`config.mk`:
```
export PLATFORM = sky130hd
export DESIGN_NAME = accumulator_alu_with_flags_top
export DESIGN_NICKNAME = d
export VERILOG_FILES = /design/src/sv/aalu_pkg.sv /design/src/sv/accumulator_alu_with_flags_top.sv /design/src/sv/aalu_core.sv
export SDC_FILE = /design/constraint.sdc
export NUM_CORES = 1
export LEC_CHECK = 0
export BUFFER_PORTS_ARGS = -buffer_cell sky130_fd_sc_hd__clkbuf_2
export CORE_MARGIN = 3
export CORE_UTILIZATION = 35
export CTS_CLUSTER_SIZE = 24
export DETAILED_ROUTE_END_ITERATION = 7
export MAX_ROUTING_LAYER = met4
export PLACE_DENSITY = 0.5
export SYNTH_ARGS = -nofsm -noshare
export SYNTH_HDL_FRONTEND = slang
export SYNTH_HIERARCHICAL = 1
export SYNTH_SLANG_ARGS = --single-unit
```
`constraint.sdc`:
```
create_clock -name clk_i -period 5.35 [get_ports clk_i]
set_clock_uncertainty 0.1 [all_clocks]
set_input_delay 0.2675 -clock clk_i [delete_from_list [all_inputs] [get_ports clk_i]]
set_output_delay 0.2675 -clock clk_i [all_outputs]
set_load 0.1 [all_outputs]
```
`src/sv/aalu_pkg.sv`:
```
// types, operation codes and helpers shared by the accumulator alu files
package aalu_pkg;

  localparam logic [4:0] FUNC_ADD       = 5'd0;
  localparam logic [4:0] FUNC_ADC       = 5'd1;
  localparam logic [4:0] FUNC_SUB       = 5'd2;
  localparam logic [4:0] FUNC_SBB       = 5'd3;
  localparam logic [4:0] FUNC_ANA       = 5'd4;
  localparam logic [4:0] FUNC_XRA       = 5'd5;
  localparam logic [4:0] FUNC_ORA       = 5'd6;
  localparam logic [4:0] FUNC_CMP       = 5'd7;
  localparam logic [4:0] FUNC_RLC       = 5'd8;
  localparam logic [4:0] FUNC_RRC       = 5'd9;
  localparam logic [4:0] FUNC_RAL       = 5'd10;
  localparam logic [4:0] FUNC_RAR       = 5'd11;
  localparam logic [4:0] FUNC_CMA       = 5'd12;
  localparam logic [4:0] FUNC_CMC       = 5'd13;
  localparam logic [4:0] FUNC_DAA       = 5'd14;
  localparam logic [4:0] FUNC_INR       = 5'd15;
  localparam logic [4:0] FUNC_DCR       = 5'd16;
  localparam logic [4:0] FUNC_LOAD_ACC  = 5'd17;
  localparam logic [4:0] FUNC_LOAD_FLAG = 5'd18;

  localparam logic [7:0] DAA_LO_ADJ = 8'h06;
  localparam logic [7:0] DAA_HI_ADJ = 8'h60;
  localparam logic [3:0] BCD_MAX    = 4'h9;
  localparam logic [7:0] MINUS_ONE  = 8'hff;

  typedef struct packed {
    logic [4:0] func;
    logic [7:0] operand;
  } in_item_t;

  typedef struct packed {
    logic [7:0] acc_out;
    logic [7:0] value_out;
    logic [7:0] status_out;
  } out_item_t;

  typedef struct packed {
    logic s;
    logic z;
    logic ac;
    logic p;
    logic cy;
  } flags_t;

  typedef struct packed {
    logic [7:0] acc;
    flags_t     flags;
  } alu_state_t;

  // even parity: one when the number of set bits is even
  function automatic logic even_parity(input logic [7:0] v);
    even_parity = ~(^v);
  endfunction

  // sign, zero and parity from a byte, with the given ac and cy
  function automatic flags_t szp_flags(input logic [7:0] v, input logic ac,
                                       input logic cy);
    flags_t f;
    f.s  = v[7];
    f.z  = (v == 8'd0);
    f.p  = even_parity(v);
    f.ac = ac;
    f.cy = cy;
    szp_flags = f;
  endfunction

  // status byte: s z 0 ac 0 p 1 cy
  function automatic logic [7:0] pack_status(input flags_t f);
    pack_status = {f.s, f.z, 1'b0, f.ac, 1'b0, f.p, 1'b1, f.cy};
  endfunction

endpackage

```
`src/sv/accumulator_alu_with_flags_top.sv`:
```
// top level of the 8080-style accumulator alu with flags
//
// usage
// - input channel: in_valid_i / in_stall_o carry an operation code and an
//   operand byte; a transfer happens on a rising edge with valid high and
//   stall low
// - output channel: out_valid_o / out_stall_i carry the new accumulator,
//   the inr/dcr register value and the packed status byte, one result per
//   input transfer and in the same order
// - path: an accepted item sits in the input register, then passes through
//   the alu into the result register once that register is free
// - throughput: one item per cycle while the receiver does not stall; the
//   accumulator and flag feedback through the alu is combinational, so items follow back to back
// - stalling: while the receiver stalls a full result register, the item in
//   the input register waits there and in_stall_o rises only if that
//   register is occupied; the result payload holds steady
// - reset: accumulator and all flags clear, both stages empty
module accumulator_alu_with_flags_top (
  input  logic                clk_i,
  input  logic                rst_ni,
  input  logic                in_valid_i,
  output logic                in_stall_o,
  input  aalu_pkg::in_item_t  in_data_i,
  output logic                out_valid_o,
  input  logic                out_stall_i,
  output aalu_pkg::out_item_t out_data_o
);

  // input register stage
  logic               in_valid_q;
  logic               in_valid_d;
  aalu_pkg::in_item_t in_q;

  // result register stage
  logic                out_valid_q;
  logic                out_valid_d;
  aalu_pkg::out_item_t out_q;
  aalu_pkg::out_item_t out_d;

  // architectural state
  aalu_pkg::alu_state_t state_q;
  aalu_pkg::alu_state_t state_d;
  logic [7:0]           value;

  logic out_free;
  logic in_take;
  logic advance;

  // result slot can take a new item when empty or being drained now
  assign out_free = !out_valid_q || !out_stall_i;
  assign advance  = in_valid_q && out_free;
  assign in_stall_o = in_valid_q && !out_free;
  assign in_take    = in_valid_i && !in_stall_o;

  assign in_valid_d  = in_take || (in_valid_q && !advance);
  assign out_valid_d = advance || (out_valid_q && out_stall_i);

  aalu_core u_core (
    .func_i    (in_q.func),
    .operand_i (in_q.operand),
    .state_i   (state_q),
    .state_o   (state_d),
    .value_o   (value)
  );

  assign out_d.acc_out    = state_d.acc;
  assign out_d.value_out  = value;
  assign out_d.status_out = aalu_pkg::pack_status(state_d.flags);

  // control and architectural state
  always_ff @(posedge clk_i or negedge rst_ni) begin
    if (!rst_ni) begin
      in_valid_q  <= 1'b0;
      out_valid_q <= 1'b0;
      state_q     <= '0;
    end else begin
      in_valid_q  <= in_valid_d;
      out_valid_q <= out_valid_d;
      // state moves only when an item passes through the alu
      if (advance) begin
        state_q <= state_d;
      end
    end
  end

  // payload registers, no reset needed
  always_ff @(posedge clk_i) begin
    if (in_take) begin
      in_q <= in_data_i;
    end
    if (advance) begin
      out_q <= out_d;
    end
  end

  assign out_valid_o = out_valid_q;
  assign out_data_o  = out_q;

endmodule

```
`src/sv/aalu_core.sv`:
```
// combinational alu: next accumulator, next flags and register value
module aalu_core (
  input  logic [4:0]          func_i,
  input  logic [7:0]          operand_i,
  input  aalu_pkg::alu_state_t state_i,
  output aalu_pkg::alu_state_t state_o,
  output logic [7:0]          value_o
);

  logic [7:0]     a;
  logic           cy;
  logic           sub_op;
  logic [7:0]     b_sel;
  logic           cin;
  logic [8:0]     sum9;
  logic [4:0]     half5;
  logic [7:0]     incdec;
  logic           lo_adj;
  logic [4:0]     daa_lo5;
  logic [7:0]     daa_a1;
  logic           hi_adj;
  logic [7:0]     daa_a2;
  aalu_pkg::flags_t arith_flags;

  assign a      = state_i.acc;
  assign cy     = state_i.flags.cy;
  assign sub_op = func_i inside {aalu_pkg::FUNC_SUB, aalu_pkg::FUNC_SBB, aalu_pkg::FUNC_CMP};
  assign b_sel  = sub_op ? ~operand_i : operand_i;

  always_comb begin
    case (func_i)
      aalu_pkg::FUNC_ADC:                    cin = cy;
      aalu_pkg::FUNC_SUB, aalu_pkg::FUNC_CMP: cin = 1'b1;
      aalu_pkg::FUNC_SBB:                    cin = ~cy;
      default:                               cin = 1'b0;
    endcase
  end

  assign sum9  = {1'b0, a} + {1'b0, b_sel} + {8'd0, cin};
  assign half5 = {1'b0, a[3:0]} + {1'b0, b_sel[3:0]} + {4'd0, cin};
  // subtract group reports borrow as the inverted carry
  assign arith_flags = aalu_pkg::szp_flags(sum9[7:0], half5[4], sub_op ? ~sum9[8] : sum9[8]);

  assign incdec = (func_i == aalu_pkg::FUNC_INR) ? (operand_i + 8'd1)
                                                 : (operand_i + aalu_pkg::MINUS_ONE);

  // decimal adjust, low then high nibble
  assign lo_adj  = (a[3:0] > aalu_pkg::BCD_MAX) || state_i.flags.ac;
  assign daa_lo5 = {1'b0, a[3:0]} + {1'b0, aalu_pkg::DAA_LO_ADJ[3:0]};
  assign daa_a1  = lo_adj ? (a + aalu_pkg::DAA_LO_ADJ) : a;
  assign hi_adj  = (daa_a1[7:4] > aalu_pkg::BCD_MAX) || cy;
  assign daa_a2  = hi_adj ? (daa_a1 + aalu_pkg::DAA_HI_ADJ) : daa_a1;

  always_comb begin
    state_o = state_i;
    value_o = 8'd0;
    case (func_i)
      aalu_pkg::FUNC_ADD, aalu_pkg::FUNC_ADC, aalu_pkg::FUNC_SUB, aalu_pkg::FUNC_SBB: begin
        state_o.acc   = sum9[7:0];
        state_o.flags = arith_flags;
      end
      aalu_pkg::FUNC_CMP: begin
        state_o.flags = arith_flags;
      end
      aalu_pkg::FUNC_ANA: begin
        state_o.acc   = a & operand_i;
        state_o.flags = aalu_pkg::szp_flags(a & operand_i, a[3] | operand_i[3], 1'b0);
      end
      aalu_pkg::FUNC_XRA: begin
        state_o.acc   = a ^ operand_i;
        state_o.flags = aalu_pkg::szp_flags(a ^ operand_i, 1'b0, 1'b0);
      end
      aalu_pkg::FUNC_ORA: begin
        state_o.acc   = a | operand_i;
        state_o.flags = aalu_pkg::szp_flags(a | operand_i, 1'b0, 1'b0);
      end
      aalu_pkg::FUNC_RLC: begin
        state_o.acc      = {a[6:0], a[7]};
        state_o.flags.cy = a[7];
      end
      aalu_pkg::FUNC_RRC: begin
        state_o.acc      = {a[0], a[7:1]};
        state_o.flags.cy = a[0];
      end
      aalu_pkg::FUNC_RAL: begin
        state_o.acc      = {a[6:0], cy};
        state_o.flags.cy = a[7];
      end
      aalu_pkg::FUNC_RAR: begin
        state_o.acc      = {cy, a[7:1]};
        state_o.flags.cy = a[0];
      end
      aalu_pkg::FUNC_CMA: begin
        state_o.acc = ~a;
      end
      aalu_pkg::FUNC_CMC: begin
        state_o.flags.cy = ~cy;
      end
      aalu_pkg::FUNC_DAA: begin
        state_o.acc   = daa_a2;
        state_o.flags = aalu_pkg::szp_flags(daa_a2, lo_adj & daa_lo5[4], cy | hi_adj);
      end
      aalu_pkg::FUNC_INR: begin
        state_o.flags = aalu_pkg::szp_flags(incdec, incdec[3:0] == 4'd0, cy);
      end
      aalu_pkg::FUNC_DCR: begin
        state_o.flags = aalu_pkg::szp_flags(incdec, operand_i[3:0] != 4'd0, cy);
      end
      aalu_pkg::FUNC_LOAD_ACC: begin
        state_o.acc = operand_i;
      end
      aalu_pkg::FUNC_LOAD_FLAG: begin
        state_o.flags.s  = operand_i[7];
        state_o.flags.z  = operand_i[6];
        state_o.flags.ac = operand_i[4];
        state_o.flags.p  = operand_i[2];
        state_o.flags.cy = operand_i[0];
      end
      default: begin
        state_o = state_i;
      end
    endcase
    // register value for inr and dcr, otherwise the new accumulator
    if (func_i inside {aalu_pkg::FUNC_INR, aalu_pkg::FUNC_DCR}) begin
      value_o = incdec;
    end else begin
      value_o = state_o.acc;
    end
  end

endmodule

```
==> impl_metrics.yaml, run 1 <==
routing:
  wirelength_um: 17000
  wl_per_cell_um: 23.2
  vias: 4340
  antenna_left: 0
  drtPass1Iterations: 5
  via_per_inst: 5.91
  drcViolationCount: 0
  drt_iter0_drc: 379
floorplan:
  dieArea_mm2: 0.0155
  fp.dieH_um: 125
  core_area_mm2: 0.0135
  pin_count: 43
  fp-row-count: 42
  die_w_um: 125
  start_util: 0.365
clock_network:
  cts_resized: 0
  h-tree-depth: 2
  tritoncts: "built"
  worstSkewPairLatency_ns: 0.31
  cts_root_buf: "clkbuf_16"
  cts.sinks: 49
  ctsHoldBuffers: 1
  cts.reportedPaths.clkPinSlew_ns: 0.08
  postCtsSetupBuffers: 0
  cts_buffers: 5
  clockBufferDepth: 2
yosys:
  synth_edf_count: 34
  yosys_warnings: 6
  netlist_area_mm2: 0.00492
  postSynthCellCount: 525
  ys_ff_latch: 49
  post_synth_num_cell_types: 83
  async_flop_share: 0.306
  ys_seq_area_frac: 0.284
  synth_flop_cell: "edfxtp_1"
  syn_area_per_cell_um2: 9.38
power:
  switchingPower_w: 0.00157
  power_frac_comb: 0.677
  seqPwrFrac: 0.213
  internal-power_w: 0.00151
  leakage_nw: 2.25
  clock_power_share: 0.110
  p_sw_frac: 0.509
  max-vdd-ir-drop_uv: 177
  power.density_mw_per_mm2: 570
cells_and_area:
  stdcell_count: 734
  diodes: 0
  drive_above_1_share: 0.177
  fin_nets: 632
  area_delta_synth_final_pct: 10.0
  fillers: 1352
setup_path:
  crit_fanout: 10
  crit_path_cell_trace: "nand2_1 -> nor2_4 -> inv_1 -> ha_1 -> a21oi_1 -> o21ba_1 -> a31oi_1 -> or3_1 -> and2_1 -> ha_1 -> xnor2_1 -> xnor2_1 -> xnor2_1 -> nor2_1 -> nor3_1 -> o22ai_1 -> mux2_2"
  cp_common_cell: "xnor2_1"
  worstSetupPathType: "flip-flop to flip-flop"
  slowest_delay_ns: 0.51
  worstSetupStartpointType: "flip-flop"
  cp.arrival_ns: 4.74
  cp.required_ns: 5.45
  cpMaxStageDelayCell: "edfxtp_1"
  end_kind: "flip-flop"
global_route:
  grt_overflow: 0
  grt_pass1_wl_um: 26200
  antenna_found_initial: 0
  grt_max_degree: 35
  grt_pass1_vias: 4224
  grtUsageTotal: 0.226
min_path:
  min_path_type: "primary input to flip-flop"
placement:
  hpwl_um: 13200
  place_congestion: 0.964
  dp_cells: 725
  io_buffer_count: 39
timing:
  clock.fmax_mhz: 216
  min_period_ns: 4.64
  rsz0062_at_grt: "false"
  tightest_slew_ns: 1.11
  max-slew-margin-rel: 0.240
  setup_violations: 0
  slew_viol_final: 0
  tns_ns: 0
  finalCritPeriodShare: 0.867
  finalHoldViolCount: 0
outcome:
  outcome: "complete, no violations"
flow_run:
  drv_cap: 0
## final timing paths
check	start	to	slack, ns	cells past startpoint
setup / recovery	in_q[8]	state_q[1]	0.71	17
hold / removal	in_data_i[5]	in_q[5]	0.03	1
setup reg to reg	in_q[8]	state_q[1]	0.71	17
hold reg to reg	in_valid_q	out_valid_o	0.40	1
max in group asynchronous	rst_ni	state_q[7]	4.52	2
min in group asynchronous	rst_ni	state_q[11]	0.33	2
## cell usage after synthesis (10+ instances only)
cell type,count,area [um2]
o21ai_0,15,75.1
a21oi_1,28,140
nand4_1,10,62.6
buf_2,14,70.1
nand3_1,14,70.1
nor3_1,17,85.1
edfxtp_1,34,1020
nor2_1,36,135
xnor2_1,33,289
dfrtp_1,15,375
ha_1,55,688
inv_1,39,146
o22ai_1,11,68.8
nand2_1,15,56.3
## state kept, by name (all words and copies together), names as in the netlist
name / cells
in_q: 13
out_valid_o: 1
in_valid_q: 1
state_q: 13
out_data_o: 21
## worst max-delay path, delay by kind of cell, from the launching register on
family	cells	cell delay (ns)
simple gates	6	1.64
compound gates	4	0.70
fa+ha+maj	2	0.61
flops	1	0.51
xor+xnor	3	0.51
mux	1	0.29
buf+inv	1	0.18
## area by class of cell
type	count	area [um2]	area share
tap	176	220	0.0407
clock buffer	5	125	0.0231
inverter	42	158	0.0291
multi-input combinational	408	3200	0.592
clock inverter	3	25.0	0.00462
sequential	49	1400	0.258
timing repair buffer	51	288	0.0531
## power by group through the flow
stage	Clock, W	Combinational, W	Sequential (W)
2_1_floorplan	0	0.00142	0.000851
3_3_place_gp	0	0.00206	0.000671
3_5_place_dp	0	0.00206	0.000666
4_1_cts	0.000348	0.00207	0.000659
5_1_grt	0.000367	0.00227	0.000669
6_report	0.000339	0.00209	0.000658
## metrics by stage
step / setup WS, ns / hold WS [ns] / total power (W) / area, um2 / utilization
final: 0.714 / 0.0295 / 0.00309 / 5420 / 0.401
after global routing: 0.455 / 0.0229 / 0.00331 / 5420 / 0.401
after CTS: 0.816 / 0.0201 / 0.00308 / 5420 / 0.401
after detailed placement: 0.807 / 0.135 / 0.00273 / 5260 / 0.389
after global placement: 0.908 / 0.125 / 0.00273 / 5260 / 0.389
after floorplan: 1.28 / -0.128 / 0.00227 / 4930 / -
## routing by layer
metal,share of wire,wire (um),track usage
met1,0.45,7690,0.304
met2,0.45,7630,0.339
met3,0.068,1170,0.0416
met4,0.032,545,0.0870
met5,0,0,-
## cell families after synthesis
family	synth area share
mux	0.0577
buf+inv	0.0663
fa+ha+maj	0.152
simple gates	0.169
xor+xnor	0.0747
compound gates	0.195
other cells	0.00153
flops	0.284
## cells in the final DEF (no fill, tap or decap), drive strengths merged, types with 5 or more instances in the layout
cell type,netlist,layout
a211o,6,6
a211oi,9,9
a21o,8,8
a21oi,29,29
a31oi,9,9
buf,23,11
clkbuf,4,44
dfrtp,15,15
edfxtp,34,34
ha,55,55
inv,42,43
mux2,16,16
mux2i,7,7
nand2,17,17
nand2b,8,8
nand3,15,15
nand3b,6,6
nand4,10,10
nor2,41,41
nor2b,7,7
nor3,18,18
nor4,5,5
o21ai,19,19
o22ai,12,12
xnor2,33,33
xor2,9,9
No activity file was read; power rests on OpenSTA's default activity.
==> inputs of run 2 (changes only) <==
CORE_UTILIZATION = 55   (was 35)
PLACE_DENSITY = 0.72   (was 0.5)
==> run 2 against run 1 <==
  * Utilization rose by 22 points
  * Clock power fell by 32%
  * Non-clock buffer count rose by 1
  * Critical path type unchanged
  * First-iteration DRC count rose by 24%
  * Power fell by 3.3%
  * Highest routed layer unchanged
  * Sequential cell count did not move
  * Worst setup slack improved by 0.20 ns
  * Worst hold slack got worse by 0.0018 ns
  * Critical path depth did not move
  * Cell area fell by 2.5%
  * Largest cell class unchanged
  * Global-route usage rose by 9.5 points
  * Combinational power barely moved
==> impl_metrics.yaml, run 2 (synthesized netlist as in run 1, its figures left out) <==
power:
  power.density_mw_per_mm2: 565
  leakage_nw: 2.23
  internal-power_w: 0.00144
  max-vdd-ir-drop_uv: 352
  power_frac_comb: 0.707
  seqPwrFrac: 0.216
  clock_power_share: 0.077
  p_sw_frac: 0.518
  switchingPower_w: 0.00155
placement:
  placed_area_mm2: 0.00517
  io_buffer_count: 39
  hpwl_um: 11900
  place_congestion: 1.10
  dp_slack_ns: 1.01
floorplan:
  pin_count: 43
  dieArea_mm2: 0.0101
  start_util: 0.582
  fp-row-count: 33
  core_area_mm2: 0.00846
  fp.dieH_um: 101
  die_w_um: 101
setup_path:
  cp.required_ns: 5.46
  cp.arrival_ns: 4.55
  worstSetupPathType: "flip-flop to flip-flop"
  end_kind: "flip-flop"
  worstSetupStartpointType: "flip-flop"
  crit_fanout: 15
clock_network:
  cts_buffers: 5
  postCtsSetupBuffers: 0
  worstSkewPairLatency_ns: 0.31
  h-tree-depth: 2
  tritoncts: "built"
  cts_root_buf: "clkbuf_8"
  cts.reportedPaths.clkPinSlew_ns: 0.10
  clockBufferDepth: 2
  cts.sinks: 49
routing:
  wl_per_cell_um: 23.2
  vias: 4420
  via_per_inst: 6.66
  drcViolationCount: 0
  wirelength_um: 15400
  drt_iter0_drc: 469
  drtPass1Iterations: 5
  antenna_left: 0
timing:
  clock.fmax_mhz: 225
  setup_ws_ns: 0.909
  max-slew-margin-rel: 0.438
  setup_violations: 0
  min_period_ns: 4.44
  finalHoldViolCount: 0
  tightest_slew_ns: 0.840
  tns_ns: 0
  rsz0062_at_grt: "false"
  slew_viol_final: 0
  whs_ns: 0.0276
  finalCritPeriodShare: 0.830
cells_and_area:
  drive_above_1_share: 0.179
  fin_nets: 633
  diodes: 0
  final_cell_mix: "ha_1, inv_1, clkbuf_2, nor2_1, edfxtp_1"
  area_delta_synth_final_pct: 7.22
  fin_area_mm2: 0.00528
  largest_reg_flops: 21
  utilization: 0.624
  final_common_cell: "ha_1"
min_path:
  min_path_type: "primary input to flip-flop"
global_route:
  grt_pass1_wl_um: 23900
  antenna_found_initial: 0
  grt_overflow: 0
  grt_pass1_vias: 4235
  grt_max_degree: 35
  grtUsageTotal: 0.321
flow_run:
  drv_cap: 0
outcome:
  outcome: "complete, no violations"
[run 2: final timing paths]
path | startpoint | end | slack, ns | cells past startpoint
max in group asynchronous | rst_ni | state_q[9] | 4.51 | 2
worst min register to register | in_valid_q | out_valid_o | 0.40 | 1
worst max-delay path | in_q[8] | state_q[1] | 0.91 | 17
min in group asynchronous | rst_ni | state_q[5] | 0.32 | 2
worst min-delay path | in_data_i[3] | in_q[3] | 0.03 | 1
worst max register to register | in_q[8] | state_q[1] | 0.91 | 17
[run 2: worst max-delay path, stage by stage (launching register included)]
cell and delay [ns]:
edfxtp_1 0.67, nand2_1 0.26, nor2_4 0.24, inv_1 0.15, ha_1 0.33, a21oi_1 0.22, o21ba_1 0.19, a31oi_1 0.11
or3_1 0.40, and2_1 0.19, ha_1 0.28, xnor2_1 0.19, xnor2_1 0.15, xnor2_1 0.15, nor2_1 0.06, nor3_1 0.23
o22ai_1 0.13, mux2_2 0.28
[run 2: cell type report]
| class | count | area (um2) |
|---|---|---|
| Tap cell | 105 | 131 |
| Clock inverter | 3 | 25.0 |
| Fill cell | 723 | 3190 |
| Clock buffer | 5 | 68.8 |
| Timing Repair Buffer | 52 | 295 |
| Inverter | 42 | 158 |
| Sequential cell | 49 | 1400 |
| Multi-Input combinational cell | 408 | 3200 |
[run 2: power groups by stage]
| stage | Sequential [W] | Clock, W | Combinational (W) |
|---|---|---|---|
| floorplan | 0.000851 | 0 | 0.00142 |
| global placement | 0.000647 | 0 | 0.00202 |
| detailed placement | 0.000650 | 0 | 0.00206 |
| CTS | 0.000642 | 0.000235 | 0.00207 |
| global route | 0.000655 | 0.000252 | 0.00228 |
| finish | 0.000645 | 0.000230 | 0.00211 |
[run 2: metrics by stage]
step	power, W	cells
4_1_cts	0.00295	664
2_1_floorplan	0.00227	526
3_5_place_dp	0.00271	655
3_3_place_gp	0.00267	655
6_report	0.00298	664
5_1_grt	0.00319	664
[run 2: metal layers]
layer	GRT usage	up-vias	share of wire
met5	-	-	0
met2	0.476	236	0.44
met3	0.0581	62	0.088
met4	0.131	0	0.046
met1	0.433	2128	0.42
li1	-	1994	-
[run 2: timing repair]
item / in CTS / in global routing
hold endpoints to repair: 15 / 0
hold buffers: 1 / 0
gates resized for setup: 0 / 0
